`src/hdl/cfgr_pkg.sv`:
```
// ----------------------------------------------------------------------------
// cfgr_pkg
// Shared constants, types and helper functions of the center-to-face grid
// resampler.
// ----------------------------------------------------------------------------
`default_nettype none

package cfgr_pkg;

  // Grid limits and sample format.
  localparam int MAX_DIM      = 128;
  localparam int PLANE_DEPTH  = 16384;  // power of two: address wraps modulo depth
  localparam int SAMPLE_WIDTH = 32;

  // Field widths fixed by the interface.
  localparam int IDX_W  = 22;
  localparam int RES_W  = 8;
  localparam int CIDX_W = 3;

  // Derived widths.
  localparam int SMP_W  = SAMPLE_WIDTH;
  localparam int POS_W  = $clog2(MAX_DIM);
  localparam int ADDR_W = $clog2(PLANE_DEPTH);
  localparam int RXY_W  = 2 * RES_W;

  // Configuration register indexes.
  localparam logic [CIDX_W-1:0] REG_MODE  = 3'd0;
  localparam logic [CIDX_W-1:0] REG_AXIS  = 3'd1;
  localparam logic [CIDX_W-1:0] REG_RES_X = 3'd2;
  localparam logic [CIDX_W-1:0] REG_RES_Y = 3'd3;
  localparam logic [CIDX_W-1:0] REG_RES_Z = 3'd4;

  // Axis codes; any other code selects z.
  localparam logic [1:0] AXIS_X = 2'd0;
  localparam logic [1:0] AXIS_Y = 2'd1;

  // Up to three results caused by one input word, in output order.
  typedef struct packed {
    logic [1:0]                  cnt;
    logic                        last_cell;
    logic [2:0][IDX_W-1:0]       idx;
    logic [2:0][SMP_W-1:0]       val;
  } group_t;

  // Resolution register value limited to the supported range.
  function automatic logic [RES_W-1:0] clamp_res(input logic [RES_W-1:0] v);
    logic [RES_W-1:0] r;
    if (v < RES_W'(2)) begin
      r = RES_W'(2);
    end else if (v > RES_W'(MAX_DIM)) begin
      r = RES_W'(MAX_DIM);
    end else begin
      r = v;
    end
    return r;
  endfunction

  // Saturate a widened signed value to the sample range.
  function automatic logic [SMP_W-1:0] sat_smp(input logic signed [SMP_W+2:0] t);
    logic [SMP_W-1:0] r;
    if ((t[SMP_W+2:SMP_W-1] == '0) || (t[SMP_W+2:SMP_W-1] == '1)) begin
      r = t[SMP_W-1:0];
    end else if (t[SMP_W+2]) begin
      r = {1'b1, {(SMP_W-1){1'b0}}};
    end else begin
      r = {1'b0, {(SMP_W-1){1'b1}}};
    end
    return r;
  endfunction

endpackage

`default_nettype wire

```
`src/hdl/cfgr_drain.sv`:
```
// ----------------------------------------------------------------------------
// cfgr_drain
// Result buffer: holds the results of one input word and hands them out
// one word per cycle on the output channel while out_stall is low.
// ----------------------------------------------------------------------------
`default_nettype none

module cfgr_drain
  import cfgr_pkg::*;
(
  input  wire logic              clk,
  input  wire logic              rst,
  input  wire group_t            grp_in,
  input  wire logic              load,
  output logic                   ready,
  output logic                   out_valid,
  input  wire logic              out_stall,
  output logic [IDX_W-1:0]       face_index,
  output logic [SMP_W-1:0]       face_value,
  output logic                   last_of_item,
  output logic                   grid_done
);

  group_t     grp;
  logic       grp_valid;
  logic [1:0] ptr;
  logic       fire;
  logic       fin;

  // The last word of the group leaves when ptr reaches the count minus one.
  assign fire  = grp_valid && !out_stall;
  assign last_of_item = (ptr == grp.cnt - 2'd1);
  assign fin   = fire && last_of_item;
  assign ready = !grp_valid || fin;

  assign out_valid = grp_valid;
  assign grid_done = last_of_item && grp.last_cell;

  // Select the current result word.
  always_comb begin
    unique case (ptr)
      2'd0: begin
        face_index = grp.idx[0];
        face_value = grp.val[0];
      end
      2'd1: begin
        face_index = grp.idx[1];
        face_value = grp.val[1];
      end
      2'd2: begin
        face_index = grp.idx[2];
        face_value = grp.val[2];
      end
      default: begin
        face_index = grp.idx[0];
        face_value = grp.val[0];
      end
    endcase
  end

  // Control state of the buffer.
  always_ff @(posedge clk) begin
    if (rst) begin
      grp_valid <= 1'b0;
      ptr       <= 2'd0;
    end else if (load) begin
      grp_valid <= 1'b1;
      ptr       <= 2'd0;
    end else if (fin) begin
      grp_valid <= 1'b0;
      ptr       <= 2'd0;
    end else if (fire) begin
      ptr <= ptr + 2'd1;
    end
  end

  // Payload of the buffer.
  always_ff @(posedge clk) begin
    if (load) begin
      grp <= grp_in;
    end
  end

endmodule

`default_nettype wire
```
`config.mk`:
```
export PLATFORM = sky130hd
export DESIGN_NAME = cfgr_drain
export DESIGN_NICKNAME = d
export VERILOG_FILES = /design/src/hdl/cfgr_pkg.sv /design/src/hdl/cfgr_drain.sv
export SDC_FILE = /design/constraint.sdc
export NUM_CORES = 1
export LEC_CHECK = 0
export ABC_AREA = 1
export BUFFER_PORTS_ARGS = -buffer_cell sky130_fd_sc_hd__clkbuf_2
export CORE_MARGIN = 2
export CORE_UTILIZATION = 49
export DETAILED_ROUTE_END_ITERATION = 8
export PLACE_DENSITY = 0.79
export SKIP_CTS_REPAIR_TIMING = 1
export SLEW_MARGIN = 30
export SYNTH_ARGS = -nofsm -noshare
export SYNTH_HDL_FRONTEND = slang
export SYNTH_SLANG_ARGS = --single-unit
```
`constraint.sdc`:
```
create_clock -name clk -period 1.55 [get_ports clk]
set_input_delay 0.155 -clock clk [delete_from_list [all_inputs] [get_ports clk]]
set_output_delay 0.155 -clock clk [all_outputs]
set_load 0.02 [all_outputs]
```
==> impl_metrics.toml <==
[run_status]
status = "complete, but fails checks"
violations = "negative setup slack"

[clock_tree]
h-tree-depth = 4
cts_buffers = 17
cts-root-buf = "clkbuf_16"
cts.sinks = 168
cts_buffer_depth = 2
clock_latency_ns = 0.43
path_clk_slew_ns = 0.06
cts_tree = "yes"

[global_route]
overflow = 0
grt_pass1_wl_mm = 23.77
antenna_found_initial = 0
grt_pass1_vias = 4591
grt_start_max_net_pins = 42
grt_usage_pct = 22.99

[critical_path]
reg2reg_depth = 6
cp_slowest_cell = "dfxtp_2"
reg2reg_from = "ptr[0]"
critical_path_class = "register to output pin"
slowest_delay_ns = 0.33
crit_required_ns = 1.39
r2r-end = "ptr[1]"
end_kind = "output pin"
arrival_ns = 1.85
timing.critical_path.mode_cell = "buf_12"
path_cells = "inv_2 > ha_4 > buf_12 > buf_12 > a21oi_1 > a21oi_2 > buf_4"
cp_max_fo = 7
rrSetupSlack_ns = 0.28
cp-start-kind = "register"

[logic_synthesis]
ys_types = 19
synth_ff_type = "edfxtp_1"
synth_edf_count = 165
synth_area_um2 = 6312
synth_top_cell_area_share_pct = 78.49
syn-num-nets = 610
synth_seq_cells = 168
synthCells = 439
synth_common_cells = "165 x edfxtp_1, 108 x a21oi_1, 62 x nand2_1"
synth_area_leaders = "edfxtp_1 78%, a21oi_1 8.6%, nand2_1 3.7%"
ys_seq_area_share_pct = 79.44
synthMostInstantiatedCell = "edfxtp_1"
syn_area_per_cell_um2 = 14.38
synth_top_area_cell = "edfxtp_1"
yosysWarnings = 0
async_flop_share_pct = 0

[place]
portBuffers = 226
routabilityCongestion = 0.7916
place_inst = 845
place.detailed.hpwl_mm = 10.75
placed_cell_area_um2 = 8122

[finish]
fin_cells = 1047
nets = 1033
final_util_pct = 85.23
fin_area_um2 = 10760
area_delta_synth_final_pct = 70.39
nFillCells = 577
diodes = 0
layout-drive-gt1-share_pct = 45.26

[run]
maxCapViolCount = 0

[timing]
tightestPinTransition_ns = 0.2915
setup_violations = 57
finalCritPeriodShare_pct = 129.6
hold_viol_final = 0
skew_ns = 0.002991
fin_crit_ns = 2.009
clock.fmax_ghz = 0.4979
setup_slack_ns = -0.4586
grt_setup_unrepaired = "true"
slew_violations = 0
slew_headroom_pct = 80.56

[floorplanning]
die_area_um2 = 13810
row_count = 41
die_h_um = 117.5
die_x_um = 117.5
coreArea_um2 = 12620
initial_core_util_pct = 50.02
io_pins = 227

[power]
ir_drop_v = 0.0007750
fin_total_pwr_mw = 11.26
pwr_density_cell_nw_per_um2 = 1047
p_leak_nw = 4.312

[drt]
avgViaCountPerCell = 5.371
drtIter0Drc = 587
firstDrtPassIters = 5
wl_per_cell_um = 21.42
routed-via-count = 5623
routed_wl_mm = 22.43
ant_nets = 0
drc_errors = 0

[worst_hold_path]
hold_depth = 4
holdPathEnd = "ptr[1]"
hp-start = "out_stall"
hold_path.class = "primary input to register"
worst max-delay path, delay by kind of cell, from the launching register on:
family | cells | cell delay (ns)
compound gates | 2 | 0.30
fa+ha+maj | 1 | 0.28
buf+inv | 4 | 0.51
flops | 1 | 0.33
cell type report:
cell class                      instances  area [µm²]  share of cell area [%]
Sequential cell                       168        5020                   46.67
Clock inverter                         13       131.4                   1.222
Timing Repair Buffer                  427        3430                   31.89
Tap cell                              172       215.2                   2.001
Multi-Input combinational cell        240        1489                   13.84
Inverter                                8       37.54                  0.3490
Clock buffer                           19       432.9                   4.025
sequential cells by signal (all words and copies together), names as in the netlist:
| name | cells |
|---|---|
| grp | 165 |
| out_valid | 1 |
| ptr | 2 |
metrics by stage:
step,setup WS (ns),setup TNS (ns),hold WS [ns]
after global placement,-0.04385,-0.2727,0.3313
after global routing,-0.5199,-24.18,0.08992
final,-0.4586,-20.30,0.08480
after CTS,-0.5504,-26.22,-0.1200
after floorplan,0.02158,0,0.2174
after detailed placement,-0.08706,-0.9058,0.3336
worst max-delay path by stage:
stage	end	from	slack (ns)
after floorplan	face_index[0]	ptr[0]	0.02
after global placement	face_value[13]	ptr[0]	-0.04
after detailed placement	face_value[10]	ptr[1]	-0.09
after CTS	face_value[10]	ptr[1]	-0.55
after global routing	face_index[10]	ptr[0]	-0.52
final	face_index[10]	ptr[0]	-0.46
layer usage:
layer  GRT usage (%)  wire length [µm]  up-vias
met5               0                 0        -
met4           7.605               629        0
met3           7.655              2333       51
met2           39.47             11420      451
met1           27.40              8043     2678
li1                -                 -     2443
power breakdown:
part           leakage (nW)  switching, mW  internal (mW)
registers              1.64          0.154           5.39
clock network         0.279           1.77           2.36
logic                  2.39          0.798          0.791
total                  4.31           2.72           8.54
cell families (layout without fill, tap and decap cells):
| group | after synthesis | after routing | share of synthesized area (%) |
|---|---|---|---|
| compound gates | 112 | 112 | 9.098 |
| fa+ha+maj | 2 | 2 | 0.3964 |
| buf+inv | 31 | 467 | 2.795 |
| flops | 168 | 168 | 79.45 |
| simple gates | 126 | 126 | 8.266 |
layout by cell type, fill, tap and decap left out, types with 2 or more instances in the layout:
cell type,instances
nor2_1,50
clkinv_4,5
a21oi_4,4
buf_6,15
inv_1,3
nand3_2,2
a21oi_2,76
edfxtp_1,165
dlygate4sd3_1,166
ha_4,2
clkbuf_16,20
clkbuf_1,2
clkinv_1,2
inv_2,3
buf_4,35
nand2_1,59
clkbuf_2,190
buf_2,3
bufinv_16,2
clkinv_2,4
nand2_2,7
a21oi_1,31
nor2_2,6
buf_12,14
No activity file was read; power rests on OpenSTA's default activity.
